$ cat src/rtl/plhr_pkg.sv
// Shared types and constants for the piecewise linear height remap pipeline.
`timescale 1ns / 1ps

package plhr_pkg;

  localparam int unsigned RegW   = 16;  // configuration register and sample width
  localparam int unsigned IdxW   = 3;   // configuration register index width
  localparam int unsigned PosW   = 18;  // signed breakpoints and knots
  localparam int unsigned SpanW  = 16;  // segment span and offset into segment
  localparam int unsigned QuotW  = 17;  // quotient magnitude, also divider depth
  localparam int unsigned ProdW  = SpanW + QuotW;
  localparam int unsigned OutW   = 18;

  localparam logic [IdxW-1:0] RegInSeaLevel      = 3'd0;
  localparam logic [IdxW-1:0] RegInMountainLevel = 3'd1;
  localparam logic [IdxW-1:0] RegOutSeaBottom    = 3'd2;
  localparam logic [IdxW-1:0] RegOutSeaLevel     = 3'd3;
  localparam logic [IdxW-1:0] RegOutMountainBase = 3'd4;
  localparam logic [IdxW-1:0] RegOutMountainTop  = 3'd5;

  localparam logic [RegW-1:0] RstInSeaLevel      = 16'd24576;
  localparam logic [RegW-1:0] RstInMountainLevel = 16'd40960;
  localparam logic [RegW-1:0] RstOutSeaBottom    = 16'd8192;
  localparam logic [RegW-1:0] RstOutSeaLevel     = 16'd16384;
  localparam logic [RegW-1:0] RstOutMountainBase = 16'd24576;
  localparam logic [RegW-1:0] RstOutMountainTop  = 16'd49152;

  localparam logic signed [PosW-1:0] InStepBelow  = 18'sd512;
  localparam logic signed [PosW-1:0] InStepAbove  = 18'sd512;
  localparam logic signed [PosW-1:0] OutStepBelow = 18'sd1280;
  localparam logic signed [PosW-1:0] OutStepAbove = 18'sd1024;
  localparam logic signed [PosW-1:0] InTop        = 18'sd65280;

  typedef struct packed {
    logic [RegW-1:0] in_sea_level;
    logic [RegW-1:0] in_mountain_level;
    logic [RegW-1:0] out_sea_bottom;
    logic [RegW-1:0] out_sea_level;
    logic [RegW-1:0] out_mountain_base;
    logic [RegW-1:0] out_mountain_top;
  } plhr_cfg_t;

  // Per-item sideband that rides along the divider.
  typedef struct packed {
    logic                   hit;
    logic                   neg;
    logic signed [PosW-1:0] y_lo;
  } plhr_side_t;

endpackage

$ cat src/rtl/plhr_segment.sv
// Segment select, segment parameters and offset times rise: three pipeline stages.
`timescale 1ns / 1ps

module plhr_segment (
  input  logic                        clk_i,
  input  logic                        rst_ni,
  input  logic                        adv_i,
  input  plhr_pkg::plhr_cfg_t         cfg_i,
  input  logic                        valid_i,
  input  logic [plhr_pkg::RegW-1:0]   sample_i,
  output logic                        valid_o,
  output logic [plhr_pkg::ProdW-1:0]  prod_o,
  output logic [plhr_pkg::SpanW-1:0]  span_o,
  output plhr_pkg::plhr_side_t        side_o
);

  localparam int unsigned PosW = plhr_pkg::PosW;

  // Breakpoints and knots
  logic signed [PosW-1:0] x1, x2, x3, x4;
  logic signed [PosW-1:0] y0, y1, y2, y3, y4, y5;

  assign x2 = $signed({2'b00, cfg_i.in_sea_level});
  assign x1 = x2 - plhr_pkg::InStepBelow;
  assign x3 = x2 + plhr_pkg::InStepAbove;
  assign x4 = $signed({2'b00, cfg_i.in_mountain_level});

  assign y0 = $signed({2'b00, cfg_i.out_sea_bottom});
  assign y2 = $signed({2'b00, cfg_i.out_sea_level});
  assign y1 = y2 - plhr_pkg::OutStepBelow;
  assign y3 = y2 + plhr_pkg::OutStepAbove;
  assign y4 = $signed({2'b00, cfg_i.out_mountain_base});
  assign y5 = $signed({2'b00, cfg_i.out_mountain_top});

  // Stage A: range compares
  logic signed [PosW-1:0] v_s;
  logic [4:0]             hit_d;
  logic                   a_valid_q;
  logic [plhr_pkg::RegW-1:0] a_v_q;
  logic [4:0]             a_hit_q;

  assign v_s = $signed({2'b00, sample_i});

  always_comb begin
    hit_d[0] = (v_s >= 18'sd0) && (v_s < x1);
    hit_d[1] = (v_s >= x1) && (v_s < x2);
    hit_d[2] = (v_s >= x2) && (v_s < x3);
    hit_d[3] = (v_s >= x3) && (v_s < x4);
    hit_d[4] = (v_s >= x4) && (v_s < plhr_pkg::InTop);
  end

  always_ff @(posedge clk_i or negedge rst_ni) begin
    if (!rst_ni) begin
      a_valid_q <= 1'b0;
    end else if (adv_i) begin
      a_valid_q <= valid_i;
    end
  end

  always_ff @(posedge clk_i) begin
    if (adv_i) begin
      a_v_q   <= sample_i;
      a_hit_q <= hit_d;
    end
  end

  // Stage B: pick the first matching segment, form offset, span and rise
  logic [2:0]             sel;
  logic                   any_hit;
  logic signed [PosW-1:0] x_lo, x_hi, yl, yh;
  logic signed [PosW-1:0] off_full, span_full, rise, rise_abs;
  logic                   b_valid_q;
  logic [plhr_pkg::SpanW-1:0] b_off_q, b_span_q;
  logic [plhr_pkg::QuotW-1:0] b_mag_q;
  plhr_pkg::plhr_side_t   b_side_q;

  always_comb begin
    sel     = 3'd0;
    any_hit = 1'b0;
    for (int j = 4; j >= 0; j--) begin
      if (a_hit_q[j]) begin
        sel     = 3'(j);
        any_hit = 1'b1;
      end
    end
  end

  always_comb begin
    case (sel)
      3'd0: begin
        x_lo = 18'sd0; x_hi = x1; yl = y0; yh = y1;
      end
      3'd1: begin
        x_lo = x1; x_hi = x2; yl = y1; yh = y2;
      end
      3'd2: begin
        x_lo = x2; x_hi = x3; yl = y2; yh = y3;
      end
      3'd3: begin
        x_lo = x3; x_hi = x4; yl = y3; yh = y4;
      end
      default: begin
        x_lo = x4; x_hi = plhr_pkg::InTop; yl = y4; yh = y5;
      end
    endcase
  end

  assign off_full  = $signed({2'b00, a_v_q}) - x_lo;
  assign span_full = x_hi - x_lo;
  assign rise      = yh - yl;
  assign rise_abs  = rise[PosW-1] ? -rise : rise;

  always_ff @(posedge clk_i or negedge rst_ni) begin
    if (!rst_ni) begin
      b_valid_q <= 1'b0;
    end else if (adv_i) begin
      b_valid_q <= a_valid_q;
    end
  end

  always_ff @(posedge clk_i) begin
    if (adv_i) begin
      b_off_q       <= off_full[plhr_pkg::SpanW-1:0];
      b_span_q      <= span_full[plhr_pkg::SpanW-1:0];
      b_mag_q       <= rise_abs[plhr_pkg::QuotW-1:0];
      b_side_q.hit  <= any_hit;
      b_side_q.neg  <= rise[PosW-1];
      b_side_q.y_lo <= yl;
    end
  end

  // Stage C: offset times rise magnitude
  logic                       c_valid_q;
  logic [plhr_pkg::ProdW-1:0] c_prod_q;
  logic [plhr_pkg::SpanW-1:0] c_span_q;
  plhr_pkg::plhr_side_t       c_side_q;

  always_ff @(posedge clk_i or negedge rst_ni) begin
    if (!rst_ni) begin
      c_valid_q <= 1'b0;
    end else if (adv_i) begin
      c_valid_q <= b_valid_q;
    end
  end

  always_ff @(posedge clk_i) begin
    if (adv_i) begin
      c_prod_q <= plhr_pkg::ProdW'(b_off_q) * plhr_pkg::ProdW'(b_mag_q);
      c_span_q <= b_span_q;
      c_side_q <= b_side_q;
    end
  end

  assign valid_o = c_valid_q;
  assign prod_o  = c_prod_q;
  assign span_o  = c_span_q;
  assign side_o  = c_side_q;

endmodule

$ cat src/rtl/plhr_divider.sv
// Pipelined restoring divider: one quotient bit per stage.
`timescale 1ns / 1ps

module plhr_divider (
  input  logic                        clk_i,
  input  logic                        rst_ni,
  input  logic                        adv_i,
  input  logic                        valid_i,
  input  logic [plhr_pkg::ProdW-1:0]  prod_i,
  input  logic [plhr_pkg::SpanW-1:0]  span_i,
  input  plhr_pkg::plhr_side_t        side_i,
  output logic                        valid_o,
  output logic [plhr_pkg::QuotW-1:0]  quot_o,
  output logic [plhr_pkg::SpanW-1:0]  rem_o,
  output logic [plhr_pkg::SpanW-1:0]  span_o,
  output plhr_pkg::plhr_side_t        side_o
);

  localparam int unsigned SpanW = plhr_pkg::SpanW;
  localparam int unsigned QuotW = plhr_pkg::QuotW;

  logic                 vld_q  [QuotW];
  logic [SpanW-1:0]     rem_q  [QuotW];
  logic [QuotW-1:0]     lq_q   [QuotW];  // dividend bits shift out, quotient bits shift in
  logic [SpanW-1:0]     d_q    [QuotW];
  plhr_pkg::plhr_side_t side_q [QuotW];

  for (genvar k = 0; k < QuotW; k++) begin : g_step
    logic                 vld_in;
    logic [SpanW-1:0]     rem_in;
    logic [QuotW-1:0]     lq_in;
    logic [SpanW-1:0]     d_in;
    plhr_pkg::plhr_side_t side_in;
    logic [SpanW:0]       trial;
    logic [SpanW:0]       diff;
    logic                 ge;

    if (k == 0) begin : g_first
      // quotient fits QuotW bits, so the upper dividend bits are already below the span
      assign vld_in  = valid_i;
      assign rem_in  = prod_i[plhr_pkg::ProdW-1:QuotW];
      assign lq_in   = prod_i[QuotW-1:0];
      assign d_in    = span_i;
      assign side_in = side_i;
    end else begin : g_next
      assign vld_in  = vld_q[k-1];
      assign rem_in  = rem_q[k-1];
      assign lq_in   = lq_q[k-1];
      assign d_in    = d_q[k-1];
      assign side_in = side_q[k-1];
    end

    assign trial = {rem_in, lq_in[QuotW-1]};
    assign ge    = trial >= {1'b0, d_in};
    assign diff  = trial - {1'b0, d_in};

    always_ff @(posedge clk_i or negedge rst_ni) begin
      if (!rst_ni) begin
        vld_q[k] <= 1'b0;
      end else if (adv_i) begin
        vld_q[k] <= vld_in;
      end
    end

    always_ff @(posedge clk_i) begin
      if (adv_i) begin
        rem_q[k]  <= ge ? diff[SpanW-1:0] : trial[SpanW-1:0];
        lq_q[k]   <= {lq_in[QuotW-2:0], ge};
        d_q[k]    <= d_in;
        side_q[k] <= side_in;
      end
    end
  end

  assign valid_o = vld_q[QuotW-1];
  assign quot_o  = lq_q[QuotW-1];
  assign rem_o   = rem_q[QuotW-1];
  assign span_o  = d_q[QuotW-1];
  assign side_o  = side_q[QuotW-1];

endmodule

$ cat src/rtl/piecewise_linear_height_remap.sv
// Top level of the piecewise linear height remap: config registers, pipeline, output register.
`timescale 1ns / 1ps

// Each 16-bit primary height sample is mapped through a five-segment piecewise
// linear curve set by six configuration registers, written through cfg_we_i /
// cfg_index_i / cfg_data_i by the user only while no sample is in flight; the
// block does not enforce this. It takes one sample per cycle unless stalled.
// Stages: one for the segment compares, one for the segment parameters, one for
// the offset times rise product, seventeen for the divider (one quotient bit per
// stage) and the output register. A stalled output freezes the whole pipeline;
// in_stall_o is high exactly while a result waits and out_stall_i is high.
// Results come out in input order; a sample outside every segment yields zero.

module piecewise_linear_height_remap (
  input  logic                               clk_i,
  input  logic                               rst_ni,
  input  logic                               cfg_we_i,
  input  logic [plhr_pkg::IdxW-1:0]          cfg_index_i,
  input  logic [plhr_pkg::RegW-1:0]          cfg_data_i,
  input  logic                               in_valid_i,
  output logic                               in_stall_o,
  input  logic [plhr_pkg::RegW-1:0]          primary_height_i,
  output logic                               out_valid_o,
  input  logic                               out_stall_i,
  output logic signed [plhr_pkg::OutW-1:0]   mapped_height_o
);

  plhr_pkg::plhr_cfg_t cfg_q;

  always_ff @(posedge clk_i or negedge rst_ni) begin
    if (!rst_ni) begin
      cfg_q.in_sea_level      <= plhr_pkg::RstInSeaLevel;
      cfg_q.in_mountain_level <= plhr_pkg::RstInMountainLevel;
      cfg_q.out_sea_bottom    <= plhr_pkg::RstOutSeaBottom;
      cfg_q.out_sea_level     <= plhr_pkg::RstOutSeaLevel;
      cfg_q.out_mountain_base <= plhr_pkg::RstOutMountainBase;
      cfg_q.out_mountain_top  <= plhr_pkg::RstOutMountainTop;
    end else if (cfg_we_i) begin
      case (cfg_index_i)
        plhr_pkg::RegInSeaLevel:      cfg_q.in_sea_level      <= cfg_data_i;
        plhr_pkg::RegInMountainLevel: cfg_q.in_mountain_level <= cfg_data_i;
        plhr_pkg::RegOutSeaBottom:    cfg_q.out_sea_bottom    <= cfg_data_i;
        plhr_pkg::RegOutSeaLevel:     cfg_q.out_sea_level     <= cfg_data_i;
        plhr_pkg::RegOutMountainBase: cfg_q.out_mountain_base <= cfg_data_i;
        plhr_pkg::RegOutMountainTop:  cfg_q.out_mountain_top  <= cfg_data_i;
        default: ;  // drop writes to unused indexes
      endcase
    end
  end

  // Advance every stage unless a result is held at the output
  logic out_valid_q;
  logic adv;
  assign adv        = !(out_valid_q && out_stall_i);
  assign in_stall_o = !adv;

  logic                         seg_valid;
  logic [plhr_pkg::ProdW-1:0]   seg_prod;
  logic [plhr_pkg::SpanW-1:0]   seg_span;
  plhr_pkg::plhr_side_t         seg_side;

  plhr_segment u_segment (
    .clk_i    (clk_i),
    .rst_ni   (rst_ni),
    .adv_i    (adv),
    .cfg_i    (cfg_q),
    .valid_i  (in_valid_i),
    .sample_i (primary_height_i),
    .valid_o  (seg_valid),
    .prod_o   (seg_prod),
    .span_o   (seg_span),
    .side_o   (seg_side)
  );

  logic                         div_valid;
  logic [plhr_pkg::QuotW-1:0]   div_quot;
  logic [plhr_pkg::SpanW-1:0]   div_rem;
  logic [plhr_pkg::SpanW-1:0]   div_span;
  plhr_pkg::plhr_side_t         div_side;

  plhr_divider u_divider (
    .clk_i   (clk_i),
    .rst_ni  (rst_ni),
    .adv_i   (adv),
    .valid_i (seg_valid),
    .prod_i  (seg_prod),
    .span_i  (seg_span),
    .side_i  (seg_side),
    .valid_o (div_valid),
    .quot_o  (div_quot),
    .rem_o   (div_rem),
    .span_o  (div_span),
    .side_o  (div_side)
  );

  // Apply the sign of the rise to the truncated quotient and add the lower knot
  logic signed [plhr_pkg::OutW-1:0] quot_s;
  logic signed [plhr_pkg::OutW-1:0] mapped_d;
  logic signed [plhr_pkg::OutW-1:0] mapped_q;

  assign quot_s = $signed({1'b0, div_quot});

  always_comb begin
    if (div_side.hit) begin
      mapped_d = div_side.y_lo + (div_side.neg ? -quot_s : quot_s);
    end else begin
      mapped_d = '0;
    end
  end

  always_ff @(posedge clk_i or negedge rst_ni) begin
    if (!rst_ni) begin
      out_valid_q <= 1'b0;
    end else if (adv) begin
      out_valid_q <= div_valid;
    end
  end

  always_ff @(posedge clk_i) begin
    if (adv) begin
      mapped_q <= mapped_d;
    end
  end

  assign out_valid_o     = out_valid_q;
  assign mapped_height_o = mapped_q;

  // A matched segment always has a positive span
  a_span_nonzero: assert property (@(posedge clk_i) disable iff (!rst_ni)
    seg_valid && seg_side.hit |-> seg_span != '0)
    else $error("matched segment with zero span");

  // The quotient fits the divider: upper product bits lie below the span
  a_quot_fits: assert property (@(posedge clk_i) disable iff (!rst_ni)
    seg_valid && seg_side.hit |-> seg_prod[plhr_pkg::ProdW-1:plhr_pkg::QuotW] < seg_span)
    else $error("product too large for quotient width");

  // The final remainder stays below the divisor
  a_rem_bound: assert property (@(posedge clk_i) disable iff (!rst_ni)
    div_valid && div_side.hit |-> div_rem < div_span)
    else $error("divider remainder not reduced");

  // A result appears only from a valid divider output
  a_out_source: assert property (@(posedge clk_i) disable iff (!rst_ni)
    $rose(out_valid_q) |-> $past(div_valid))
    else $error("result without a transaction behind it");

endmodule
$ cat config.mk
export PLATFORM = sky130hd
export DESIGN_NAME = piecewise_linear_height_remap
export DESIGN_NICKNAME = d
export VERILOG_FILES = /design/src/rtl/plhr_pkg.sv /design/src/rtl/plhr_segment.sv /design/src/rtl/plhr_divider.sv /design/src/rtl/piecewise_linear_height_remap.sv
export SDC_FILE = /design/constraint.sdc
export NUM_CORES = 2
export LEC_CHECK = 0
export ABC_AREA = 1
export BUFFER_PORTS_ARGS = -buffer_cell sky130_fd_sc_hd__buf_2
export CAP_MARGIN = 30
export CORE_ASPECT_RATIO = 0.5
export CORE_MARGIN = 2
export CORE_UTILIZATION = 25
export CTS_BUF_LIST = sky130_fd_sc_hd__clkbuf_16
export DETAILED_ROUTE_END_ITERATION = 8
export HOLD_SLACK_MARGIN = 0.02
export PLACE_DENSITY = 0.41
export SLEW_MARGIN = 20
export SYNTH_ARGS = -nofsm -noshare
export SYNTH_HDL_FRONTEND = slang
export SYNTH_HIERARCHICAL = 1
export SYNTH_SLANG_ARGS = --single-unit
$ cat constraint.sdc
create_clock -name clk_i -period 70.3 [get_ports clk_i]
set_input_delay 7.03 -clock clk_i [delete_from_list [all_inputs] [get_ports clk_i]]
set_output_delay 7.03 -clock clk_i [all_outputs]
set_load 0.02 [all_outputs]
==> flow_summary.ini <==
[clocking]
cts-buffers-inserted = 145
clockRootBuffer = clkbuf_16
cts_tree = done
cts_buffer_depth = 4
hold_buffers = 0
post_cts_resized = 0
cts_setup_buffers = 0
clk_pin_slew_ns = 0.06
h-tree-depth = 4
clock-sinks = 1435
clkLatencyLatePin_ns = 0.82

[placed_design]
place_inst = 13300
hpwl_um = 163000
io_buffers = 59
gp_congestion = 0.832
placed_area_sq_mm = 0.0888

[final_layout]
fillers = 34900
areaGrowthSynthToFinish_pct = 11.9
design_area_sq_mm = 0.0934
drive_gt1_share_pct = 6.06
layout_commonest_cell = nand2_1
final_cell_mix = nand2_1, inv_1, edfxtp_1, nand3_1, ha_1
nets = 9797
utilization_pct = 28.2
instances_no_fill = 13600

[global_routing]
grt_pass1_wl_um = 331000
grt_usage_pct = 12.4
antenna_found_initial = 11
grt_overflow = 0
grt_max_degree = 170
grt_pass1_vias = 55500

[setup_path]
slowest_delay_ns = 0.55
endpoint_kind = output port
critPathLaunchType = input pin
cp.buffers_inverters = 3
crit_family = simple AND/OR/NAND/NOR gates
worst-path-max-fanout = 65
arrival_ns = 8.01
cpMostUsedCell = buf_2
path_class = in2out
cp_slowest_cell = nand2_4
reg2regPathDepth = 20
crit_cells = 4
crit_chain = buf_2 > nand2_4 > inv_1 > buf_2
crit_required_ns = 63.27

[yosys]
syn_nets = 9729
syn_inst = 8968
syn_area_sq_mm = 0.0835
avgSynthCellArea_sq_um = 9.31
ys_warn_count = 6

[drt]
wl_per_cell_um = 15.7
num_vias = 56500
dr.pass1.iters = 6
route.detailed.drc = 0
drtIter0Drc = 3773
wl_um = 213000
via_per_inst = 4.16
final_antenna_net_count = 0

[status]
outcome = finished, final reports clean

[floorplanning]
row_count = 149
die_height_um = 413
initial_core_util_pct = 25.2
ios = 60
core_area_sq_mm = 0.331
fp.dieArea_sq_mm = 0.339
die_w_um = 821

[hold_path]
hold_depth = 0
holdCritPathClass = reg2reg

[timing]
grt_setup_unrepaired = false
post-route-min-period_ns = 15.04
slew_viol_final = 0
period_share_pct = 21.4
finalSetupViolCount = 0
fin_worst_skew_ns = 0.0545
max_freq_mhz = 66.5
slew_headroom_pct = 38.1
tightest_slew_ns = 0.928
hold_violations = 0
setup_tns_ns = 0

[job]
cap_viol_max_count = 0
[state kept, by name, summed over array words and instances, names as in the netlist]
name,count
u_segment/a_valid_q,1
u_segment/a_hit_q,5
mapped_height_o,18
u_segment/a_v_q,16
u_divider/g_step.vld_in,16
u_segment/b_off_q,16
u_divider/side_q,340
u_segment/valid_o,1
u_segment/b_valid_q,1
u_segment/span_o,16
u_segment/b_mag_q,17
u_segment/prod_o,33
u_segment/side_o,20
u_segment/b_side_q,20
u_divider/d_q,256
cfg_q,96
u_divider/lq_q,289
u_segment/b_span_q,16
u_divider/valid_o,1
out_valid_o,1
u_divider/rem_q,256
[layout make-up]
class                           instances  area (sq um)  area share, %
Inverter                             1705          6400           6.85
Clock buffer                          150          3750           4.02
Timing Repair Buffer                  101           741          0.793
Multi-Input combinational cell       5648         33600           36.0
Sequential cell                      1435         42500           45.5
Clock inverter                         99           818          0.876
Antenna cell                            4          10.0         0.0107
Tap cell                             4454          5570           5.97
[metal layers]
metal / part of all wire (%) / global-route usage [%] / vias to the layer above
li1: - / - / 28900
met1: 48 / 17.0 / 26500
met2: 46 / 20.7 / 800
met3: 3.3 / 1.70 / 269
met4: 2.8 / 3.51 / 4
met5: 0.012 / 0 / -
[per-stage QoR]
step,hold slack (ns),setup slack [ns]
after floorplan,0.400,23.56
after global placement,0.401,55.23
after detailed placement,0.405,55.21
after CTS,0.389,55.21
after global routing,0.396,55.12
final,0.395,55.26
[final timing paths]
| kind | startpoint | end | slack (ns) |
|---|---|---|---|
| min | u_divider/lq_q[0][132] | u_divider/lq_q[0][150] | 0.39 |
| max reg2reg | u_segment/b_off_q[7] | u_segment/prod_o[29] | 64.08 |
| min reg2reg | u_divider/lq_q[0][132] | u_divider/lq_q[0][150] | 0.39 |
| min in group asynchronous | rst_ni | cfg_q[37] | 6.26 |
| max | out_stall_i | in_stall_o | 55.26 |
| max in group asynchronous | rst_ni | cfg_q[14] | 62.85 |
[worst register-to-register path, cell delays in order, from the launching register on]
cell and delay, ns:
edfxtp_1 0.93, nand2_1 0.19, fa_1 0.57, inv_1 0.05
fa_1 0.49, fa_1 0.57, fa_1 0.43, fa_1 0.51
inv_1 0.05, fa_1 0.48, inv_1 0.04, ha_1 0.38
nand2_1 0.13, nor2_1 0.13, inv_1 0.06, nor3_1 0.23
nand3_1 0.13, nand3_1 0.23, nand2_1 0.09, nand3_1 0.09
xor2_1 0.25
Power is not shown: default switching activity piles up to over one toggle a cycle in this logic, so the estimate is an artifact.
